### config.mk
export PLATFORM = sky130hd
export DESIGN_NAME = rie_ram
export DESIGN_NICKNAME = d
export VERILOG_FILES = /design/src/rtl/risc_instruction_execute_assert.svh /design/src/rtl/rie_ram.sv
export SDC_FILE = /design/constraint.sdc
export NUM_CORES = 1
export LEC_CHECK = 0
export BUFFER_PORTS_ARGS = -buffer_cell sky130_fd_sc_hd__buf_2
export CORE_MARGIN = 2
export CORE_UTILIZATION = 55
export CTS_CLUSTER_DIAMETER = 200
export DETAILED_ROUTE_END_ITERATION = 16
export PLACE_DENSITY = 0.74
export RECOVER_POWER = 50
export SYNTH_ARGS = -nofsm -noshare
export SYNTH_HDL_FRONTEND = slang
export SYNTH_SLANG_ARGS = --single-unit
### constraint.sdc
create_clock -name clk_i -period 3.84 [get_ports clk_i]
set_input_delay 0.576 -clock clk_i [delete_from_list [all_inputs] [get_ports clk_i]]
set_output_delay 0.576 -clock clk_i [all_outputs]
set_load 0.01 [all_outputs]
### src/rtl/risc_instruction_execute_assert.svh
// ----------------------------------------------------------------------------
// Assertion macros for the RISC instruction execute block
// Implication checks on the block's own control logic.
// ----------------------------------------------------------------------------
`ifndef RISC_INSTRUCTION_EXECUTE_ASSERT_SVH
`define RISC_INSTRUCTION_EXECUTE_ASSERT_SVH

// same-cycle implication
`define RIE_ASSERT_IMP(name, clk, rst_n, ante, cons) \
  name: assert property (@(posedge clk) disable iff (!rst_n) (ante) |-> (cons)) \
    else $error("execute block check failed");

// next-cycle implication
`define RIE_ASSERT_NXT(name, clk, rst_n, ante, cons) \
  name: assert property (@(posedge clk) disable iff (!rst_n) (ante) |=> (cons)) \
    else $error("execute block check failed");

`endif

### src/rtl/rie_ram.sv
// ----------------------------------------------------------------------------
// rie_ram
// Generic single-write, single-read RAM with registered read data.
// ----------------------------------------------------------------------------
module rie_ram #(
  parameter int WIDTH = 32,
  parameter int DEPTH = 16
) (
  input  logic                     clk_i,
  input  logic                     we_i,
  input  logic [$clog2(DEPTH)-1:0] waddr_i,
  input  logic [WIDTH-1:0]         wdata_i,
  input  logic                     re_i,
  input  logic [$clog2(DEPTH)-1:0] raddr_i,
  output logic [WIDTH-1:0]         rdata_o
);

  logic [WIDTH-1:0] mem_q [DEPTH];
  logic [WIDTH-1:0] rdata_q;

  // write port, read port holds its data while idle
  always_ff @(posedge clk_i) begin
    if (we_i) begin
      mem_q[waddr_i] <= wdata_i;
    end
    if (re_i) begin
      rdata_q <= mem_q[raddr_i];
    end
  end

  assign rdata_o = rdata_q;

endmodule

==> results of run 1 <==
==> cell type report <==
type	instances	share of cell area
clock buffer	60	0.0588
clock inverter	31	0.0141
multi-input combinational	251	0.162
sequential	544	0.710
tap	468	0.0255
timing repair buffer	102	0.0288
==> power groups by stage <==
stage	clock (W)	combinational, W	sequential, W
floorplan	0	0.000319	0.00686
global placement	0	0.000571	0.00685
detailed placement	0	0.000584	0.00686
CTS	0.00512	0.000589	0.00673
global route	0.00533	0.000618	0.00674
finish	0.00505	0.000574	0.00673
==> metrics by stage <==
step                      hold WS (ns)  setup slack (ns)   util
after floorplan                  0.675            0.0844      -
after global placement           0.724              1.23  0.588
after detailed placement         0.734              1.22  0.588
after CTS                        0.360              1.80  0.634
after global routing             0.522              1.18  0.633
final                            0.495              1.29  0.633
==> layer usage <==
layer  track usage  wire [µm]  vias up
met4        0.0594        839        0
met3        0.0354       2790       64
met5             0          0        -
li1              -          -     3831
met1         0.324      17300     4989
met2         0.373      21400      393
==> worst max path at each step <==
stage          cells past startpoint           end  startpoint
6_report                           4  mem_q[14][3]  waddr_i[1]
4_1_cts                            5   rdata_o[15]  raddr_i[0]
5_1_grt                            4  mem_q[14][4]  waddr_i[1]
3_5_place_dp                       5   rdata_o[17]  raddr_i[0]
2_1_floorplan                      2   mem_q[0][0]  waddr_i[2]
3_3_place_gp                       5   rdata_o[17]  raddr_i[0]
==> sequential cells by signal, indices dropped and copies added, names as in the netlist <==
name / flops
rdata_o: 32
mem_q: 512
==> critical path, delay by kind of cell <==
| family | cells | cell delay [ns] |
|---|---|---|
| AND/OR/NAND/NOR | 2 | 1.21 |
| buffers and inverters | 2 | 0.91 |
==> placed cells by master, fill, tap and decap left out, drive strengths merged <==
cell and count:
a22oi 64, and2 1, buf 67, bufinv 7
clkbuf 95, clkinv 22, clkinvlp 2, edfxtp 544
mux4 128, nand2 33, nand2b 2, nand3 1
nand3b 2, nor2 13, nor2b 2, nor3 4
or3b 1
==> cells by family (layout without fill, tap and decap cells) <==
family	count (synthesis)	in the layout	synth area share
DFF	544	544	0.810
and+or+nand+nor	59	59	0.0125
AOI/OAI and AO/OA	64	64	0.0238
buffers and inverters	43	193	0.0110
muxes	128	128	0.143
==> metrics.md, run 1 <==
| Metric | Value |
|---|---|
| Worst hold endpoint | mem_q[10][10] |
| Area occupied by multi-input gates | roughly 0.0037 mm² |
| Max-cap violation count | 1 |
| Run status | finished with violations |
| Seq cells post-synth | 544 |
| Synth-to-Final Area Change | 14.0% |
| Max Clock Skew | around 0.016 ns |
| Fill cells | approximately 2300 |
| GP Congestion | around 0.72 |
| Largest net degree at the start of global routing | between 40 and 50 |
| Synthesized cell area | ~0.02 mm² |
| Clock tree sinks | around 540 |
| Slowest-stage cell, CP | nor2_1 |
| Peak Freq | 393 MHz |
| Initial DRC count | 1009 |
| CTS tree | built |
| Most common cell in the netlist | edfxtp_1 |
| Register area share after synthesis | 0.810 |
| Worst-Margin Slew | around 2.8 ns |
| Core ar. | 0.0363 mm² |
| Net Switching | between 0.002 and 0.0025 W |
| FF+latch area | between 0.015 and 0.02 mm² |
| Worst hold path class | input port to flip-flop |
| DRC | 0 |
| Fin area | about 0.023 mm² |
| Synth cell types | 17 |
| Comb power frac | 0.046 |
| Worst relative slew slack | -0.843 |
| Final hold vios | 0 |
| Final slew viol count | 33 |
| Critical path arrival | 2.74 ns |
| Global-route wire length before repair | just over 60 mm |
| Ys flop type | edfxtp_1 |
| # hold bufs at CTS | 0 |
| Static Leak | slightly above 7 nW |
| Reg clk slew, reported paths | ~0.06 ns |
| Worst Reg-to-Reg Cells | 3 |
| Initial core utilization | 0.555 |
| GRT Total Usage | 0.226 |
| Non-filler instance count after layout | ~1500 |
| GRT overflow | 0 |
| Root Buffer | clkbuf_16 |
| Worst path max stage delay | around 0.90 ns |
| CTS resizes | 0 |
| Worst Setup Start Kind | input port |
| Std-Cell Rows | 70 |
| Hold path depth | 1 |
| DP HPWL | roughly 21 mm |
| Max VDD drop | around 0.00034 V |
| CP Data Required Time | ~4.0 ns |
| Die height | 196 µm |
| Top-level I/O count | between 70 and 80 |
| HP Start | wdata_i[10] |
| Overall Power | approximately 0.012 W |
| Total CTS buffers | 52 |
| Syn_nets | 881 |
| Worst flop-to-flop path startpoint | mem_q[2][2] |
| Layout cells sized above 1 | 0.288 |
| Die area | approximately 0.038 mm² |
| Worst flop-to-flop path endpoint | rdata_o[2] |
| Final net count | between 900 and 1000 |
| Wirelength, routed | 42.3 mm |
| Chip width | a little under 200 µm |
| ANT nets after route | 0 |
| Post-synth top area cell | edfxtp_1 |
| Dpl cells | 1365 |
| Final number of setup-violating endpoints | 0 |
| Sequential share of power | 0.545 |
| Max FO, Critical Path | 24 |
| Total negative setup slack | 0 ns |
| DRT Pass-1 Iters | 5 |
| Cells along the critical path | clkbuf_1, nand2b_1, nor2_1, buf_4 |
| Post-CTS setup repair buffer count | 0 |
| Port Buf Inserts | 74 |
| Antenna violations before repair | 0 |
| Ys Warns | 0 |
| # H-tree levels | 2 |
| Leading post-synthesis cells by cell area | edfxtp_1 81%, mux4_2 14%, a22oi_1 2.4% |
| Syn Area/Cell | ~24 µm² |
| Unrepaired setup endpoints after global routing | false |
| Crit. End Element | flip-flop |
| WL/cell | approximately 29 µm |
| Clk_lat worst skew | ~0.57 ns |
| Synth async-reset ratio | 0 |
| Power per cell area | approximately 540 mW/mm² |
| Failing checks | capacitance limit, slew limit |
| Vias in the first global route | between 9000 and 10000 |
| Setup slack, reg-to-reg | ~2.4 ns |
| Top cells by count, synth | 544 x edfxtp_1, 128 x mux4_2, 64 x a22oi_1, 33 x nand2_1, 17 x clkbuf_1 |
| Top cell type's share of synthesized area | 0.810 |
| Synth Instances | about 840 |
| Placed Area | ~0.021 mm² |
| Net Sw Frac | 0.199 |
| Crit Path Category | input port to flip-flop |
| # diodes | 0 |
| Vias | roughly 9300 |
| Clock power frac | 0.409 |
| EDFF count, synth | approximately 540 |
| Final worst path period share | 0.663 |
| Via density | 6.37 |
| Final period demand of the worst path | approximately 2.5 ns |
| CTS Buffer Depth | 3 |
| Internal power | just under 0.01 W |
No activity file was read; power rests on OpenSTA's default activity.
==> run 2: changes to the inputs <==
CORE_UTILIZATION = 61   (was 55)
PLACE_DENSITY = 0.78   (was 0.74)
clock period = 2.6 ns   (was 3.84 ns; I/O delays follow)
==> run 2 against run 1 <==
Clock skew shrank 0.0037 ns; the run now ends clean; register-to-register slack lost 1.2 ns; largest cell class unchanged; die area shrank 9.6%; critical path depth shrank 2; first-iteration DRC count grew 29%; critical path type unchanged; core utilization grew 7.8 points; wire length grew 2.6%; sequential share of layout area shrank 0.44 points.
==> metrics.md, run 2 (synthesis gave the netlist of run 1 again) <==
| Metric | Value |
|---|---|
| Run status | finished clean |
| Vias | 9530 (+2.7%) |
| Worst path max stage delay | 0.89 ns (about the same) |
| Worst relative slew slack | 0.185 (+1.03) |
| Worst hold path class | input port to flip-flop |
| Crit. End Element | flip-flop |
| Levels on crit path | 2 (-2) |
| Die height | 186 µm (-4.9%) |
| Initial core utilization | 0.620 (+0.0650) |
| Static Leak | 7.36 nW (+1.3%) |
| Crit path top cell by count | clkbuf_1 |
| Most common cell after layout, fill and taps aside | edfxtp_1 |
| Die area | 0.0345 mm² (-9.6%) |
| ANT nets after route | 0 (unchanged) |
| Max reg flops | 512 (unchanged) |
| Via density | 6.55 (+2.8%) |
| Largest net degree at the start of global routing | 46 (+9.5%) |
| Dpl cells | 1363 (-0.15%) |
| Placed Area | 0.0217 mm² (+1.3%) |
| Worst flop-to-flop path startpoint | mem_q[10][20] |
| Power per cell area | 767 mW/mm² (+43%) |
| Synth-to-Final Area Change | 14.7% |
| Clk_lat worst skew | 0.56 ns (about the same) |
| Antenna violations before repair | 3 (+3) |
| Top reg by flops | mem_q |
| Post-CTS setup repair buffer count | 0 (unchanged) |
| Worst Setup Start Kind | input port |
| Top-level I/O count | 75 (unchanged) |
| FF+latch area | 0.0163 mm² (unchanged) |
| Overall Power | 0.0178 W (+44%) |
| Final number of setup-violating endpoints | 0 (unchanged) |
| Worst-Margin Slew | 1.22 ns (-1.54 ns) |
| Fin area | 0.0231 mm² (+0.62%) |
| Root Buffer | clkbuf_16 |
| Setup slack, reg-to-reg | 1.12 ns (-1.23 ns) |
| CP Data Required Time | 2.77 ns (-1.26 ns) |
| Critical path arrival | 2.16 ns (-0.58 ns) |
| Worst flop-to-flop path endpoint | rdata_o[20] |
| CTS Buffer Depth | 3 (unchanged) |
| GRT overflow | 0 (unchanged) |
| # hold bufs at CTS | 0 (unchanged) |
| Most frequent cells in the layout | 544 x edfxtp_1, 128 x mux4_2, 64 x a22oi_1, 53 x clkbuf_16, 46 x clkbuf_1 |
| Top delay family on crit path | buffers and inverters |
| Final hold vios | 0 (unchanged) |
| Final worst path period share | 0.768 |
| Area occupied by multi-input gates | 0.00376 mm² (+0.67%) |
| DRT Pass-1 Iters | 5 (unchanged) |
| Hold path depth | 1 (unchanged) |
| Buf+Inv Stages, Crit Path | 2 (unchanged) |
| Final slew viol count | 0 (-100%) |
| WL/cell | 29.9 µm (+2.7%) |
| Reg clk slew, reported paths | 0.06 ns (about the same) |
| Std-Cell Rows | 66 (-5.7%) |
| Wirelength, routed | 43.4 mm (+2.6%) |
| DP HPWL | 23.0 mm (+7.9%) |
| Crit Path Category | input port to flip-flop |
| DRC | 0 (unchanged) |
| Max Clock Skew | 0.0121 ns (-0.00369 ns) |
| Layout cells sized above 1 | 0.298 (+0.00926) |
| Unrepaired setup endpoints after global routing | false |
| Chip width | 186 µm (-4.9%) |
| Core ar. | 0.0325 mm² (-10%) |
| GRT Total Usage | 0.265 (+0.0381) |
| Initial DRC count | 1304 (+29%) |
| Slowest-stage cell, CP | clkbuf_1 |
| Peak Freq | around 500 MHz |
| Worst Reg-to-Reg Cells | 3 (unchanged) |
| Max-cap violation count | 0 (-1) |
| Clock tree sinks | 544 (unchanged) |
| Total CTS buffers | 51 (-1.9%) |
| # H-tree levels | 2 (unchanged) |
| Fill cells | 1863 (-19%) |
| Final period demand of the worst path | roughly 2 ns |
| Max VDD drop | 0.000693 V (+100%) |
| Global-route wire length before repair | 64.0 mm (+3.0%) |
| GP Congestion | 0.743 (+3.6%) |
| Port Buf Inserts | 74 (unchanged) |
| CTS tree | built |
| Non-filler instance count after layout | 1455 (-0.069%) |
| Worst hold endpoint | mem_q[12][10] |
| Final net count | 1017 (+2.3%) |
| CTS resizes | 0 (unchanged) |
| HP Start | wdata_i[10] |
| Cells along the critical path | clkbuf_1, clkbuf_1 |
| Max FO, Critical Path | 12 (-50%) |
| Vias in the first global route | 9769 (+2.2%) |
run 2: cell types whose count changed in the layout (fill, tap and decap cells not counted), moves of 2 or more:
| cell | before | now |
|---|---|---|
| buf_12 | 9 | 18 |
| clkinv_1 | 14 | 16 |
| clkbuf_1 | 41 | 46 |
| bufinv_16 | 7 | 2 |
| buf_4 | 20 | 32 |
| nor3_2 | 4 | 0 |
| nor3_4 | 0 | 4 |
| diode_2 | 0 | 2 |
run 2: report_power, final:
part           switching [W]  leakage [nW]  internal (W)
sequential         0.0000642          4.94       0.00988
combinational       0.000526          1.67      0.000366
clock                0.00302         0.745       0.00389
total                0.00361          7.36        0.0141
run 2: cell type report:
type	count	area share
multi-input combinational	251	0.162
clock buffer	62	0.0588
antenna	2	0.000216
clock inverter	28	0.00784
tap	442	0.0239
timing repair buffer	126	0.0408
sequential	544	0.706
run 2: how the worst max path moves through the flow:
stage / from / endpoint / slack, ns
final: re_i / rdata_o[15] / 0.60
after global routing: re_i / rdata_o[15] / 0.55
after CTS: rdata_o[16] / rdata_o[16] / 1.01
after detailed placement: raddr_i[0] / rdata_o[30] / 0.47
after global placement: raddr_i[0] / rdata_o[21] / 0.50
after floorplan: waddr_i[2] / mem_q[1][0] / -0.1
run 2: per-layer routing:
layer / global-route usage / vias up / share of wire
met5: 0 / - / 0.00035
met1: 0.387 / 4991 / 0.38
li1: - / 3877 / -
met2: 0.416 / 567 / 0.49
met4: 0.0803 / 2 / 0.028
met3: 0.0524 / 93 / 0.10
run 2: per-stage QoR:
| step | setup slack (ns) | TNS, ns | hold slack (ns) | util |
|---|---|---|---|---|
| after global placement | 0.499 | 0 | 0.729 | 0.666 |
| after global routing | 0.553 | 0 | 0.365 | 0.711 |
| after detailed placement | 0.471 | 0 | 0.733 | 0.666 |
| final | 0.604 | 0 | 0.325 | 0.711 |
| after floorplan | -0.0980 | -9.41 | 0.489 | - |
| after CTS | 1.01 | 0 | 0.183 | 0.713 |
==> run 3: changes to the inputs <==
clock period = 2.1 ns   (was 2.6 ns; I/O delays follow)
==> run 3 against run 2 <==
Clock skew is 0.0042 ns lower; core utilization hardly changed; clock power is 28% higher; setup slack worse by 0.30 ns; critical endpoint is now mem_q[12][7]; largest cell class unchanged; largest power group unchanged.
==> metrics.md, run 3 (synthesis gave the netlist of run 1 again) <==
| Metric | Value |
|---|---|
| Crit. End Element | flip-flop |
| Largest net degree at the start of global routing | 36 (-22%) |
| WL/cell | 30.6 µm (+2.5%) |
| Vias | 9477 (-0.56%) |
| Synth-to-Final Area Change | 14.7% (about the same) |
| Buf+Inv Stages, Crit Path | 2 (unchanged) |
| ANT nets after route | 0 (unchanged) |
| Max Clock Skew | 0.00786 ns (-0.00422 ns) |
| Final net count | 999 (-1.8%) |
| Max FO, Critical Path | 32 (+20) |
| CP startpoint | we_i |
| Most common cell after layout, fill and taps aside | edfxtp_1 |
| GP Congestion | 0.720 (-3.1%) |
| Clk_lat worst skew | 0.57 ns (about the same) |
| Root Buffer | clkbuf_16 |
| DRC | 0 (unchanged) |
| Crit Path Category | input port to flip-flop |
| Post-CTS setup repair buffer count | 0 (unchanged) |
| Global-route wire length before repair | 65.0 mm (+1.7%) |
| Total negative setup slack | 0 ns (unchanged) |
| Final period demand of the worst path | ~1.8 ns |
| Vias in the first global route | 10000 (+2.7%) |
| Final worst path period share | 0.853 |
| DP HPWL | 21.2 mm (-7.6%) |
| Worst Setup Start Kind | input port |
| Final number of setup-violating endpoints | 0 (unchanged) |
| Final hold vios | 0 (unchanged) |
| Power per cell area | 963 mW/mm² (+26%) |
| # H-tree levels | 2 (unchanged) |
| CTS Buffer Depth | 3 (unchanged) |
| Cells along the critical path | buf_2, nand3_1, nor3_4, clkbuf_2 |
| Worst relative slew slack | 0.133 (-0.0525) |
| Die area | 0.0345 mm² (unchanged) |
| Top-level I/O count | 75 (unchanged) |
| Worst flop-to-flop path startpoint | mem_q[15][16] |
| Slowest-stage cell, CP | clkbuf_2 |
| Max VDD drop | 0.000563 V (-19%) |
| Top reg by flops | mem_q |
| Max-cap violation count | 0 (unchanged) |
| Setup slack, reg-to-reg | 0.61 ns (-0.51 ns) |
| Std-Cell Rows | 66 (unchanged) |
| Most frequent cells in the layout | 544 x edfxtp_1, 128 x mux4_2, 64 x a22oi_1, 53 x clkbuf_16, 49 x clkbuf_1 |
| Unrepaired setup endpoints after global routing | false |
| Wirelength, routed | 44.0 mm (+1.2%) |
| Initial DRC count | 1123 (-14%) |
| Final slew viol count | 0 (unchanged) |
| Via density | 6.59 (+0.69%) |
| Die height | 186 µm (unchanged) |
| Layout cells sized above 1 | 0.290 (-0.00769) |
| Worst path max stage delay | 0.99 ns (+0.10 ns) |
| GRT Total Usage | 0.269 (+0.00397) |
| Peak Freq | between 500 and 600 MHz |
| Initial core utilization | 0.620 (unchanged) |
| Clock tree sinks | 544 (unchanged) |
| Fin area | 0.0231 mm² (about the same) |
| Total CTS buffers | 50 (-2.0%) |
| Worst-Margin Slew | 1.30 ns (+0.0788 ns) |
| Fill cells | 1838 (-1.3%) |
| CP Data Required Time | 2.28 ns (-0.49 ns) |
| Port Buf Inserts | 74 (unchanged) |
| Critical path arrival | 1.97 ns (-0.19 ns) |
| CTS resizes | 0 (unchanged) |
| Top delay family on crit path | buffers and inverters |
| Core ar. | 0.0325 mm² (unchanged) |
| GRT overflow | 0 (unchanged) |
| Max reg flops | 512 (unchanged) |
| Worst hold path class | input port to flip-flop |
| Chip width | 186 µm (unchanged) |
| DRT Pass-1 Iters | 5 (unchanged) |
| Placed Area | 0.0216 mm² (-0.19%) |
| Static Leak | 7.32 nW (-0.50%) |
| Overall Power | 0.0223 W (+26%) |
| # hold bufs at CTS | 0 (unchanged) |
| Reg clk slew, reported paths | 0.06 ns (about the same) |
| Run status | finished clean |
| CTS tree | built |
| HP Start | wdata_i[28] |
| Antenna violations before repair | 2 (-1) |
run 3: final cells by class:
class / instances / area (µm²) / area share
antenna: 2 / 5.00 / 0.000216
clock buffer: 69 / 1390 / 0.0599
clock inverter: 20 / 216 / 0.00935
multi-input combinational: 251 / 3770 / 0.163
sequential: 544 / 16300 / 0.706
tap: 442 / 553 / 0.0239
timing repair buffer: 109 / 871 / 0.0376
run 3: stage by stage:
step / worst slack [ns] / std cells / utilization / hold slack, ns
after floorplan: -0.523 / 838 / - / 0.414
after global placement: 0.123 / 1346 / 0.665 / 0.683
after detailed placement: 0.115 / 1346 / 0.665 / 0.700
after CTS: 0.583 / 1435 / 0.714 / 0.103
after global routing: 0.271 / 1435 / 0.711 / 0.279
final: 0.309 / 1437 / 0.711 / 0.240
run 3: path summary, 6_finish.rpt:
check                                      to  cells after the start
worst max-delay path             mem_q[12][7]                      4
worst min-delay path            mem_q[13][28]                      1
worst max register to register    rdata_o[16]                      3
worst min register to register    rdata_o[30]                      3
run 3: power breakdown:
part | switching (W) | total (W) | leakage (nW) | internal (W)
sequential | 0.0000824 | 0.0123 | 4.94 | 0.0122
clock | 0.00366 | 0.00887 | 0.778 | 0.00520
combinational | 0.000657 | 0.00111 | 1.60 | 0.000449
total | 0.00440 | 0.0223 | 7.32 | 0.0179
run 3: layer usage:
metal / vias up / track usage / wire (µm)
li1: 3836 / - / -
met1: 4963 / 0.371 / 16100
met2: 572 / 0.439 / 22300
met3: 104 / 0.0511 / 4170
met4: 2 / 0.0945 / 1320
met5: - / 0 / 13
